==> config.mk <==
export PLATFORM = sky130hd
export DESIGN_NAME = bb3_lane
export DESIGN_NICKNAME = d
export VERILOG_FILES = /design/src/sv/bb3_pkg.sv /design/src/sv/bb3_lane.sv
export SDC_FILE = /design/constraint.sdc
export NUM_CORES = 1
export LEC_CHECK = 0
export BUFFER_PORTS_ARGS = -buffer_cell sky130_fd_sc_hd__buf_2
export CAP_MARGIN = 20
export CORE_MARGIN = 5
export CORE_UTILIZATION = 40
export DETAILED_ROUTE_END_ITERATION = 16
export GPL_TIMING_DRIVEN = 0
export HOLD_SLACK_MARGIN = 0.15
export PLACE_DENSITY_LB_ADDON = 0.25
export SLEW_MARGIN = 30
export SYNTH_ARGS = -nofsm -noshare
export SYNTH_HDL_FRONTEND = slang
export SYNTH_SLANG_ARGS = --single-unit
==> constraint.sdc <==
create_clock -name i_clk -period 5.7 [get_ports i_clk]
set_clock_uncertainty 0.1 [all_clocks]
set_input_delay 1.14 -clock i_clk [delete_from_list [all_inputs] [get_ports i_clk]]
set_output_delay 1.14 -clock i_clk [all_outputs]
set_load 0.01 [all_outputs]
==> src/sv/bb3_pkg.sv <==
`timescale 1ns / 1ps

package bb3_pkg;

    // Fixed field and register widths
    localparam int PIX_W     = 24;
    localparam int ENTRY_W   = 2 * PIX_W;
    localparam int FW_W      = 11;
    localparam int FH_W      = 13;
    localparam int ROW_W     = 12;
    localparam int CFG_W     = 13;
    localparam int CFG_IDX_W = 1;

    localparam logic [FW_W-1:0] FW_RESET     = 11'd640;
    localparam logic [FH_W-1:0] FH_RESET     = 13'd480;
    localparam logic [FH_W-1:0] HEIGHT_LIMIT = 13'd4096;

    // Register indexes on the configuration port
    localparam logic [CFG_IDX_W-1:0] CFG_FRAME_WIDTH  = 1'b0;
    localparam logic [CFG_IDX_W-1:0] CFG_FRAME_HEIGHT = 1'b1;

    // Input item kinds
    localparam logic ACT_PIXEL = 1'b0;
    localparam logic ACT_DRAIN = 1'b1;

    // Result queue
    localparam int QUEUE_DEPTH = 16;
    localparam int QPTR_W      = 4;
    localparam int QCNT_W      = 5;

    // Window masks: bit i selects window row or column i (0 = oldest)
    localparam logic [2:0] ROWS_DRAIN  = 3'b011;
    localparam logic [2:0] COLS_RIGHT2 = 3'b110;

    // Reciprocal scale: q = (x * M) >> RECIP_SH
    localparam int RECIP_SH = 16;
    localparam int RECIP_W  = 14;
    localparam int X_W      = 13;
    localparam int SUM_W    = 12;

    typedef struct packed {
        logic       action;
        logic [7:0] in_red;
        logic [7:0] in_green;
        logic [7:0] in_blue;
    } t_in;

    typedef struct packed {
        logic [7:0] out_red;
        logic [7:0] out_green;
        logic [7:0] out_blue;
        logic       run_last;
        logic       frame_last;
    } t_out;

    typedef enum logic [1:0] {
        KIND_NONE,
        KIND_PIXEL,
        KIND_DRAIN
    } t_kind;

    typedef enum logic [1:0] {
        DIV_4,
        DIV_6,
        DIV_9
    } t_div;

    // Control that travels with one item down the pipeline
    typedef struct packed {
        t_kind      kind;
        logic [1:0] n_res;
        logic [2:0] rows;
        logic [2:0] cols_a;
        logic       run_last_a;
        logic       frame_last_a;
    } t_ctl;

    function automatic t_div f_div_code(input logic [2:0] rows, input logic [2:0] cols);
        logic rows3;
        logic cols3;
        t_div code;
        rows3 = &rows;
        cols3 = &cols;
        if (rows3 && cols3) begin
            code = DIV_9;
        end else if (rows3 || cols3) begin
            code = DIV_6;
        end else begin
            code = DIV_4;
        end
        return code;
    endfunction

    // Pixel count N of the neighborhood
    function automatic logic [3:0] f_div_n(input t_div code);
        logic [3:0] n;
        case (code)
            DIV_4:   n = 4'd4;
            DIV_6:   n = 4'd6;
            DIV_9:   n = 4'd9;
            default: n = 4'd4;
        endcase
        return n;
    endfunction

    // ceil(2^16 / 2N); exact for every x = 2*sum + N that can occur
    function automatic logic [RECIP_W-1:0] f_recip(input t_div code);
        logic [RECIP_W-1:0] m;
        case (code)
            DIV_4:   m = 14'd8192;
            DIV_6:   m = 14'd5462;
            DIV_9:   m = 14'd3641;
            default: m = 14'd8192;
        endcase
        return m;
    endfunction

endpackage

==> src/sv/bb3_lane.sv <==
`timescale 1ns / 1ps

module bb3_lane (
    input  logic                  i_clk,
    input  logic [2:0][2:0][7:0]  i_px,
    input  logic [2:0]            i_rows,
    input  logic [2:0]            i_cols_a,
    input  bb3_pkg::t_div         i_div_a,
    input  bb3_pkg::t_div         i_div_b,
    output logic [7:0]            o_q_a,
    output logic [7:0]            o_q_b
);

    logic [2:0][9:0]                  col_sum;
    logic [bb3_pkg::SUM_W-1:0]        sum_a;
    logic [bb3_pkg::SUM_W-1:0]        sum_b;
    logic [bb3_pkg::X_W-1:0]          n_x_a;
    logic [bb3_pkg::X_W-1:0]          n_x_b;
    logic [bb3_pkg::X_W-1:0]          r_x_a;
    logic [bb3_pkg::X_W-1:0]          r_x_b;
    logic [bb3_pkg::RECIP_W-1:0]      r_m_a;
    logic [bb3_pkg::RECIP_W-1:0]      r_m_b;
    logic [26:0]                      prod_a;
    logic [26:0]                      prod_b;
    logic [7:0]                       r_q_a;
    logic [7:0]                       r_q_b;

    // Column sums over the selected rows, then the two neighborhood sums
    always_comb begin
        for (int c = 0; c < 3; c++) begin
            col_sum[c] = (i_rows[0] ? 10'(i_px[0][c]) : 10'd0)
                       + (i_rows[1] ? 10'(i_px[1][c]) : 10'd0)
                       + (i_rows[2] ? 10'(i_px[2][c]) : 10'd0);
        end
        sum_a = (i_cols_a[0] ? 12'(col_sum[0]) : 12'd0)
              + (i_cols_a[1] ? 12'(col_sum[1]) : 12'd0)
              + (i_cols_a[2] ? 12'(col_sum[2]) : 12'd0);
        sum_b = 12'(col_sum[1]) + 12'(col_sum[2]);
        n_x_a = 13'({sum_a, 1'b0}) + 13'(bb3_pkg::f_div_n(i_div_a));
        n_x_b = 13'({sum_b, 1'b0}) + 13'(bb3_pkg::f_div_n(i_div_b));
    end

    always_ff @(posedge i_clk) begin
        r_x_a <= n_x_a;
        r_x_b <= n_x_b;
        r_m_a <= bb3_pkg::f_recip(i_div_a);
        r_m_b <= bb3_pkg::f_recip(i_div_b);
    end

    // Rounded mean by reciprocal multiply
    assign prod_a = 27'(r_x_a) * 27'(r_m_a);
    assign prod_b = 27'(r_x_b) * 27'(r_m_b);

    always_ff @(posedge i_clk) begin
        r_q_a <= prod_a[bb3_pkg::RECIP_SH +: 8];
        r_q_b <= prod_b[bb3_pkg::RECIP_SH +: 8];
    end

    assign o_q_a = r_q_a;
    assign o_q_b = r_q_b;

endmodule

After elaboration in Yosys (flattened, before gate mapping)

Cells that the tools add are included.

Register bits after elaboration: 70
Output and inout bits: 16
Input bits: 83
Word-level logic and storage cells: 39

Multiplexer cells: 16
Multipliers: 2
Add/subtract/negate cells: 11
Eq/ne operators: 4

Operator list:

| kind                                                                  | number |
|---|---|
| 8-bit 2-to-1 mux                                                      | 9 |
| 14-bit one-hot mux with 2 select lines                                | 2 |
| 13-bit by 14-bit multiplier with 24-bit output                        | 2 |
| 9-bit by 8-bit adder with 10-bit output                               | 3 |
| 10-bit 2-to-1 mux                                                     | 3 |
| 8-bit by 8-bit adder with 9-bit output                                | 3 |
| 10-bit by 10-bit adder with 11-bit output                             | 2 |
| 4-bit one-hot mux with 2 select lines                                 | 2 |
| 12-bit by 4-bit adder with 13-bit output                              | 1 |
| 13-bit by 4-bit adder with 13-bit output                              | 1 |
| 11-bit by 10-bit adder with 12-bit output                             | 1 |
| 2-bit by 1-bit equality test with 1-bit output, second input constant | 2 |
| 2-bit equality test, second input constant                            | 2 |

Longest topological paths before layout

Gate-level depths: netlist (run 1).

Depth after elaboration: 7
Gate-level depth with buffers: 22
Mapped depth without buffers: 21

Least setup slack after synthesis (run 1)

OpenSTA, ideal clock, no wires.

Kind: input -> register
From: input i_rows[2]
To: register r_x_a[12] in the netlist's numbering
Stages on the path: 22
Path slack: -369 ps
Data required time: 5527 ps
Path buffers: 1
Arrival: 5896 ps
Library setup time: 73 ps
Path through: clkbuf_1 nand2_1 fa_1 inv_1 ha_1 inv_1 fa_1 nor2b_1 o21ai_0 a21oi_1 o21a_1 nor3_1 or3_1 fa_1 inv_1 ha_1 o21a_1 o21ai_0 o2111a_1 or3_1 or4b_1 o211ai_2

Word-level cells in the longest chain between the ends: 6
Elaborated cells on any way between the ends: 12
Classes of those cells: add/sub: 6; mux: 6

Ends and longest elaborated chain:

| item                                        | RTL line                       | text |
|---|---|---|
| start: declaration                          | bb3_lane.sv:6                  | `input logic [2:0] i_rows,` |
| 8-bit 2-to-1 mux                            | bb3_lane.sv:33                 | `+ (i_rows[2] ? 10'(i_px[2][c]) : 10'd0);` |
| 9-bit by 8-bit adder with 10-bit output     | bb3_lane.sv:33                 |  |
| 10-bit 2-to-1 mux, on equally long branches | bb3_lane.sv:35, bb3_lane.sv:36 |  |
| 10-bit by 10-bit adder with 11-bit output   | bb3_lane.sv:36                 | `+ (i_cols_a[1] ? 12'(col_sum[1]) : 12'd0)` |
| 11-bit by 10-bit adder with 12-bit output * | bb3_lane.sv:37                 | `+ (i_cols_a[2] ? 12'(col_sum[2]) : 12'd0);` |
| 13-bit by 4-bit adder with 13-bit output *  | bb3_lane.sv:39                 | `n_x_a = 13'({sum_a, 1'b0}) + 13'(bb3_pkg::f_div_n(i_div_a));` |
| named net n_x_a, one bit                    | bb3_lane.sv:17                 | `logic [bb3_pkg::X_W-1:0] n_x_a;` |
| end signal: assignment                      | bb3_lane.sv:44                 | `r_x_a <= n_x_a;` |
| end: declaration                            | bb3_lane.sv:19                 | `logic [bb3_pkg::X_W-1:0] r_x_a;` |

The timed path passes the listed nets; every way through them passes the cells marked *.

Final worst setup path (run 1)

From: input i_px[57] in the netlist's numbering
To: register r_x_a[12] in the netlist's numbering

Word-level cells in the longest chain between the ends: 6

Ends and longest elaborated chain:

| item                                      | RTL line       | text |
|---|---|---|
| start: declaration                        | bb3_lane.sv:5  | `input logic [2:0][2:0][7:0] i_px,` |
| 8-bit 2-to-1 mux                          | bb3_lane.sv:33 |  |
| 9-bit by 8-bit adder with 10-bit output   | bb3_lane.sv:33 |  |
| 10-bit 2-to-1 mux                         | bb3_lane.sv:36 |  |
| 10-bit by 10-bit adder with 11-bit output | bb3_lane.sv:36 |  |
| 11-bit by 10-bit adder with 12-bit output | bb3_lane.sv:37 |  |
| 13-bit by 4-bit adder with 13-bit output  | bb3_lane.sv:39 |  |
| named net n_x_a, one bit                  | bb3_lane.sv:17 |  |

The timed path passes the listed nets, and every way through them passes these cells.

==> reports/results.tsv, run 1 <==
metric	value	unit
antenna violations before repair	0	
max frequency	176.4	MHz
Die Span Y	191.2	um
dpl ws	-587.3	ps
Post-DRT Antenna Nets	0	
initial cell density of the core	0.4045	
cts hold-fix bufs	0	
sw power	0.004502	W
Startpoint Class	input port	
Clock Sink Count	48	
worst path bufs/invs	2	
flops & latches, synth	48	
drt drc	0	
largest net degree at the start of global routing	15	
Finished Cell Area	14810	sq um
Layout Nets	2099	
relative slew slack	0.6650	
commonest non-fill, non-tap cell in the layout	inv_1	
Post-Syn Nets	1984	
DP Wirelength	26310	um
Synth Instances	1470	
crit-path cells	buf_2 > and2_1 > fa_1 > ha_2 > fa_2 > a21o_1 > a21oi_2 > o21bai_1 > a21oi_2 > xnor2_2 > nand2_1 > fa_1 > inv_2 > ha_4 > o21a_1 > o21ai_2 > o2111a_1 > or3_4 > or4b_4 > o211ai_2	
clock power share	0.046	
Avg WL per Cell	14.14	um
status	complete, no violations	
FP Rows	66	
PD cells	575.8	nW/um^2
CTS root buffer	clkbuf_16	
io pins	99	
Reg power frac	0.072	
CP required	5850	ps
CTS tree	yes	
clock latency reported for the late side of the worst-skew pair	300	ps
worst vdd ir	0.4648	mV
Syn. warnings	0	
Final setup viols	0	
Slew @ Worst Pin	497.3	ps
Hold Vio Cnt, Final	0	
Clock transition at path regs	80	ps
DIE WIDTH	191.2	um
ratio of cells with drive above 1 in the final layout	0.1237	
total CTS buffers	5	
predominant post-synthesis flop cell	dfxtp_1	
CP arrival	5810	ps
Total Wirelength	28650	um
DR vias/cell	4.650	
Pins Over Slew Limit	0	
Total Routing Usage GR	0.1672	
number of I/O port buffers	95	
vias in the first global route	10460	
CORE AREA	32450	sq um
Synth Cell Area	13130	sq um
crit path max-delay cell type	fa_1	
Internal Power	0.004025	W
first-pass GRT wire length	49790	um
htree depth	2	
DR vias	9426	
Cell variety after synth	62	
crit-path max FO	6	
Hold Path Class	flop to flop	
Area growth syn-to-layout	12.81	%
crit path capture type	flop	
residual overflow from global routing	0	
Ant. Diodes	0	
overall die area	36540	sq um
DP Area	14210	sq um
Routability Congestion	0.8929	
number of max-cap violations	0	
Pre-Repair DR Iteration Count	6	
CTS Buffer Depth	2	
Final period util	0.9944	
post-synthesis sequential area ratio	0.07321	
Syn Area/Cell	8.929	sq um
leakage	8.100	nW
fin worst setup slack	32.17	ps
combinational share of power	0.883	
Sw Share	0.5280	
RSZ-0062 raised after global routing	yes	
Final min period	5668	ps
Top delay family on crit path	adder cells	
Post-synth EDFFs	0	
Initial DRC Count	390	
critical path type	input port to flop	
Critical Path Max Stage Delay	580	ps
ys async rst share	0	
most frequent cells in the layout	inv_1, fa_1, ha_1, nand2_1, buf_2	
# fillers	3159	
-- cells in the mapped netlist, types with 4 or more instances --
cell type	number	area share
and2_1	69	0.033
nand3b_1	4	0.0023
o21a_1	11	0.0063
nand3_1	16	0.0061
nand2_1	138	0.039
nor3_1	16	0.0061
nor4_1	7	0.0033
a21o_1	17	0.0097
clkbuf_1	17	0.0049
xor2_1	16	0.011
a2111oi_0	4	0.0027
nor2b_1	9	0.0043
or2_2	4	0.0019
xnor2_1	42	0.028
and3_1	7	0.0033
o211ai_1	7	0.0040
nand4_1	6	0.0029
ha_1	184	0.18
a21oi_1	35	0.013
nand2b_1	7	0.0033
dfxtp_1	48	0.073
o21bai_1	6	0.0034
o21ai_0	25	0.0095
fa_1	247	0.38
or3_1	4	0.0019
a211oi_1	11	0.0063
inv_1	429	0.12
nor2_1	32	0.0092
-- path summary, 6_finish.rpt --
check | from | slack (ps) | cells past startpoint | to
max | i_px[57] | 30 | 20 | r_x_a[12]$_DFF_P_
min | r_m_a[13]$_DFF_P_ | 890 | 5 | o_q_a[7]$_DFF_P_
max reg2reg | r_m_a[12]$_DFF_P_ | 270 | 19 | o_q_a[6]$_DFF_P_
min reg2reg | r_m_a[13]$_DFF_P_ | 890 | 5 | o_q_a[7]$_DFF_P_
-- power groups by stage --
stage	clock, W	combinational (W)	sequential, W
after floorplan	0	0.00564	0.000616
after global placement	0	0.00716	0.000618
after detailed placement	0	0.00734	0.000620
after CTS	0.000402	0.00748	0.000612
after global routing	0.000414	0.00883	0.000630
final	0.000390	0.00753	0.000611
-- through the flow --
| step | hold slack, ps | power (W) | utilization | TNS (ps) | instances |
|---|---|---|---|---|---|
| 2_1_floorplan | 716.4 | 0.006259 | - | -13.94 | 1470 |
| 3_5_place_dp | 898.7 | 0.007958 | 0.4379 | -4347 | 2007 |
| 6_report | 891.3 | 0.008527 | 0.4563 | 0 | 2027 |
| 3_3_place_gp | 904.7 | 0.007780 | 0.4379 | -3794 | 2007 |
| 5_1_grt | 956.8 | 0.009876 | 0.4563 | -110.0 | 2027 |
| 4_1_cts | 900.8 | 0.008496 | 0.4529 | 0 | 2026 |
-- final cells by class --
type                       instances  area, sq um  share of cell area
inverter                         429         1610              0.1087
clock inverter                     2        60.06            0.004056
clock buffer                       5        125.1            0.008449
timing repair buffer             108        610.6             0.04123
multi-input combinational        975        10730              0.7247
sequential                        48        967.2             0.06531
buffer                            18        150.1             0.01014
tap                              442        553.0             0.03735
-- sequential cells by signal (all words and copies together) (netlist names) --
| register | count |
|---|---|
| r_x_b | 13 |
| r_m_b | 3 |
| r_x_a | 13 |
| o_q_b | 8 |
| o_q_a | 8 |
| r_m_a | 3 |
-- worst reg2reg max path, stage by stage (launching register included) --
cell and delay (ps):
dfxtp_1 360, buf_4 190, nand2_1 140, fa_1 530, inv_1 90, fa_1 550, inv_1 70, fa_1 530
inv_1 60, fa_1 530, inv_1 50, fa_1 520, inv_1 40, ha_1 310, a21o_1 180, a31oi_1 190
o211a_1 290, a21boi_2 130, a221o_1 340, xor2_2 160
-- per-layer routing --
layer,global-route usage,vias up,routed length [um]
li1,-,4735,-
met1,0.2310,4519,13870
met2,0.2863,148,13450
met3,0.01917,24,841
met4,0.03287,0,492
met5,0,-,0
-- cells by family after synthesis --
kind of cell / after synthesis / synth area share
AO/OA/AOI/OAI: 154 / 0.08217
XOR/XNOR: 58 / 0.03870
adder cells (fa/ha/maj): 431 / 0.5521
buffers and inverters: 447 / 0.1279
flip-flops: 48 / 0.07321
multiplexers: 1 / 0.0007626
AND/OR/NAND/NOR: 331 / 0.1252
-- what timing repair did --
action | 4_1_cts | 5_1_grt
pin swaps | 20 | 21
endpoints found under the setup margin | 10 | 16
cloned | 0 | 0
gates resized for setup | 46 | 46
setup buffers | 12 | 1
Note: power is estimated with default switching activity, not from simulation.
==> run 2: changes to the inputs <==
--- a/config.mk
+++ b/config.mk
@@ -5,6 +5,7 @@
 export SDC_FILE = /design/constraint.sdc
 export NUM_CORES = 1
 export LEC_CHECK = 0
+export ABC_AREA = 0
 export BUFFER_PORTS_ARGS = -buffer_cell sky130_fd_sc_hd__buf_2
 export CAP_MARGIN = 20
 export CORE_MARGIN = 5
@@ -12,7 +13,8 @@
 export DETAILED_ROUTE_END_ITERATION = 16
 export GPL_TIMING_DRIVEN = 0
 export HOLD_SLACK_MARGIN = 0.15
-export PLACE_DENSITY_LB_ADDON = 0.25
+export PLACE_DENSITY = 0.55
+export SETUP_SLACK_MARGIN = 0.05
 export SLEW_MARGIN = 30
 export SYNTH_ARGS = -nofsm -noshare
 export SYNTH_HDL_FRONTEND = slang
==> run 2 against run 1 <==
  * Final cell count is essentially flat
  * Design area is essentially flat
  * Worst setup slack lost 18 ps
  * Sequential power is essentially flat
  * Largest cell class unchanged
==> reports/results.tsv, run 2 (synthesis gave the netlist of run 1 again) <==
metric	value	unit
htree depth	2	
Total Neg Setup Slack	0	ps
Regs by FF count	r_x_a (13), r_x_b (13)	
post-route insts no fill	2028	
Avg WL per Cell	14.19	um
number of I/O port buffers	95	
Clock Sink Count	48	
clock power share	0.044	
status	complete, no violations	
Register Area	967.2	sq um
ratio of cells with drive above 1 in the final layout	0.1299	
critical path type	input port to flop	
relative slew slack	0.6425	
Initial DRC Count	280	
Finished Cell Area	14810	sq um
Layout Nets	2099	
Total Routing Usage GR	0.1690	
Hold Path Class	flop to flop	
residual overflow from global routing	0	
drt drc	0	
antenna violations before repair	0	
CTS Buffer Depth	2	
initial cell density of the core	0.4045	
PD cells	572.1	nW/um^2
first-pass GRT wire length	50250	um
Post-DRT Antenna Nets	0	
CORE AREA	32450	sq um
Post-Place Cells	2007	
RSZ-0062 raised after global routing	yes	
crit-path max FO	6	
multi-input logic area	10780	sq um
Internal Power	0.004009	W
sw power	0.004464	W
CP required	5840	ps
leakage	8.088	nW
Clock transition at path regs	80	ps
Sw Share	0.5269	
# fillers	3141	
Pre-Repair DR Iteration Count	4	
Total Wirelength	28770	um
Hold Path Depth	5	
DIE WIDTH	191.2	um
DP Wirelength	26200	um
FP Rows	66	
final hold slack	885.9	ps
DR vias/cell	4.612	
CP arrival	5830	ps
CTS tree	yes	
largest net degree at the start of global routing	15	
total power	0.008473	W
Area growth syn-to-layout	12.83	%
overall die area	36540	sq um
total CTS buffers	5	
worst vdd ir	0.4074	mV
clock latency reported for the late side of the worst-skew pair	300	ps
Slew @ Worst Pin	531.8	ps
combinational share of power	0.884	
max frequency	175.9	MHz
DP Area	14210	sq um
CTS root buffer	clkbuf_16	
Startpoint Class	input port	
Ant. Diodes	0	
vias in the first global route	10370	
most frequent cells in the layout	inv_1, fa_1, ha_1, nand2_1, buf_2	
cts hold-fix bufs	0	
Final setup viols	0	
Reg power frac	0.072	
Final min period	5685	ps
Pins Over Slew Limit	0	
Final period util	0.9974	
DR vias	9354	
Hold Vio Cnt, Final	0	
R2R depth	16	
commonest non-fill, non-tap cell in the layout	inv_1	
number of max-cap violations	0	
Routability Congestion	0.8701	
crit path capture type	flop	
io pins	99	
Die Span Y	191.2	um
==> run 2: final timing paths <==
kind	start	end	slack, ps
min	r_m_a[12]$_DFF_P_	o_q_a[1]$_DFF_P_	890
max reg2reg	r_x_a[0]$_DFF_P_	o_q_a[6]$_DFF_P_	310
max	i_rows[2]	r_x_a[12]$_DFF_P_	10
min reg2reg	r_m_a[12]$_DFF_P_	o_q_a[1]$_DFF_P_	890
==> run 2: critical path, stage by stage <==
cell and delay (ps):
buf_4 140, and2_4 140, fa_1 530, ha_2 180, inv_2 40, fa_2 370
nor2b_2 130, o21ai_2 70, a21oi_2 160, o21a_1 200, nor3_2 60, or3_4 380
fa_1 500, inv_2 40, ha_4 280, o21a_1 160, o21ai_2 70, o2111a_1 230
or3_4 340, or4b_4 490, o211ai_2 140
==> run 2: through the flow <==
| stage | worst slack, ps | util |
|---|---|---|
| after floorplan | -13.94 | - |
| after CTS | 32.69 | 0.4515 |
| after global routing | -140.4 | 0.4564 |
| after detailed placement | -626.7 | 0.4379 |
| after global placement | -580.9 | 0.4379 |
| final | 14.57 | 0.4564 |
==> run 2: final cells by class <==
type,instances,area share
timing repair buffer,108,0.03903
tap,442,0.03734
clock inverter,1,0.002028
clock buffer,7,0.01031
buffer,18,0.009377
sequential,48,0.06530
multi-input combinational,975,0.7279
inverter,429,0.1087
==> run 2: timing repair <==
item	in CTS	in global routing
setup buffers	11	2
resized for setup	47	51
pin swaps	18	13
setup endpoints to repair	18	15
endpoints found under the hold margin	0	0
==> run 2: power groups by stage <==
stage,combinational [W],clock (W),sequential [W]
2_1_floorplan,0.00564,0,0.000616
4_1_cts,0.00745,0.000386,0.000611
3_5_place_dp,0.00731,0,0.000619
6_report,0.00749,0.000372,0.000612
3_3_place_gp,0.00718,0,0.000614
5_1_grt,0.00883,0.000404,0.000630
==> run 2: per-layer routing <==
metal  global-route usage  vias up  wire (um)
met1               0.2393     4450      14240
met4              0.03923        0        619
met5                    0        -          0
met2               0.2793      141      13090
met3              0.01936       25        825
li1                     -     4738          -
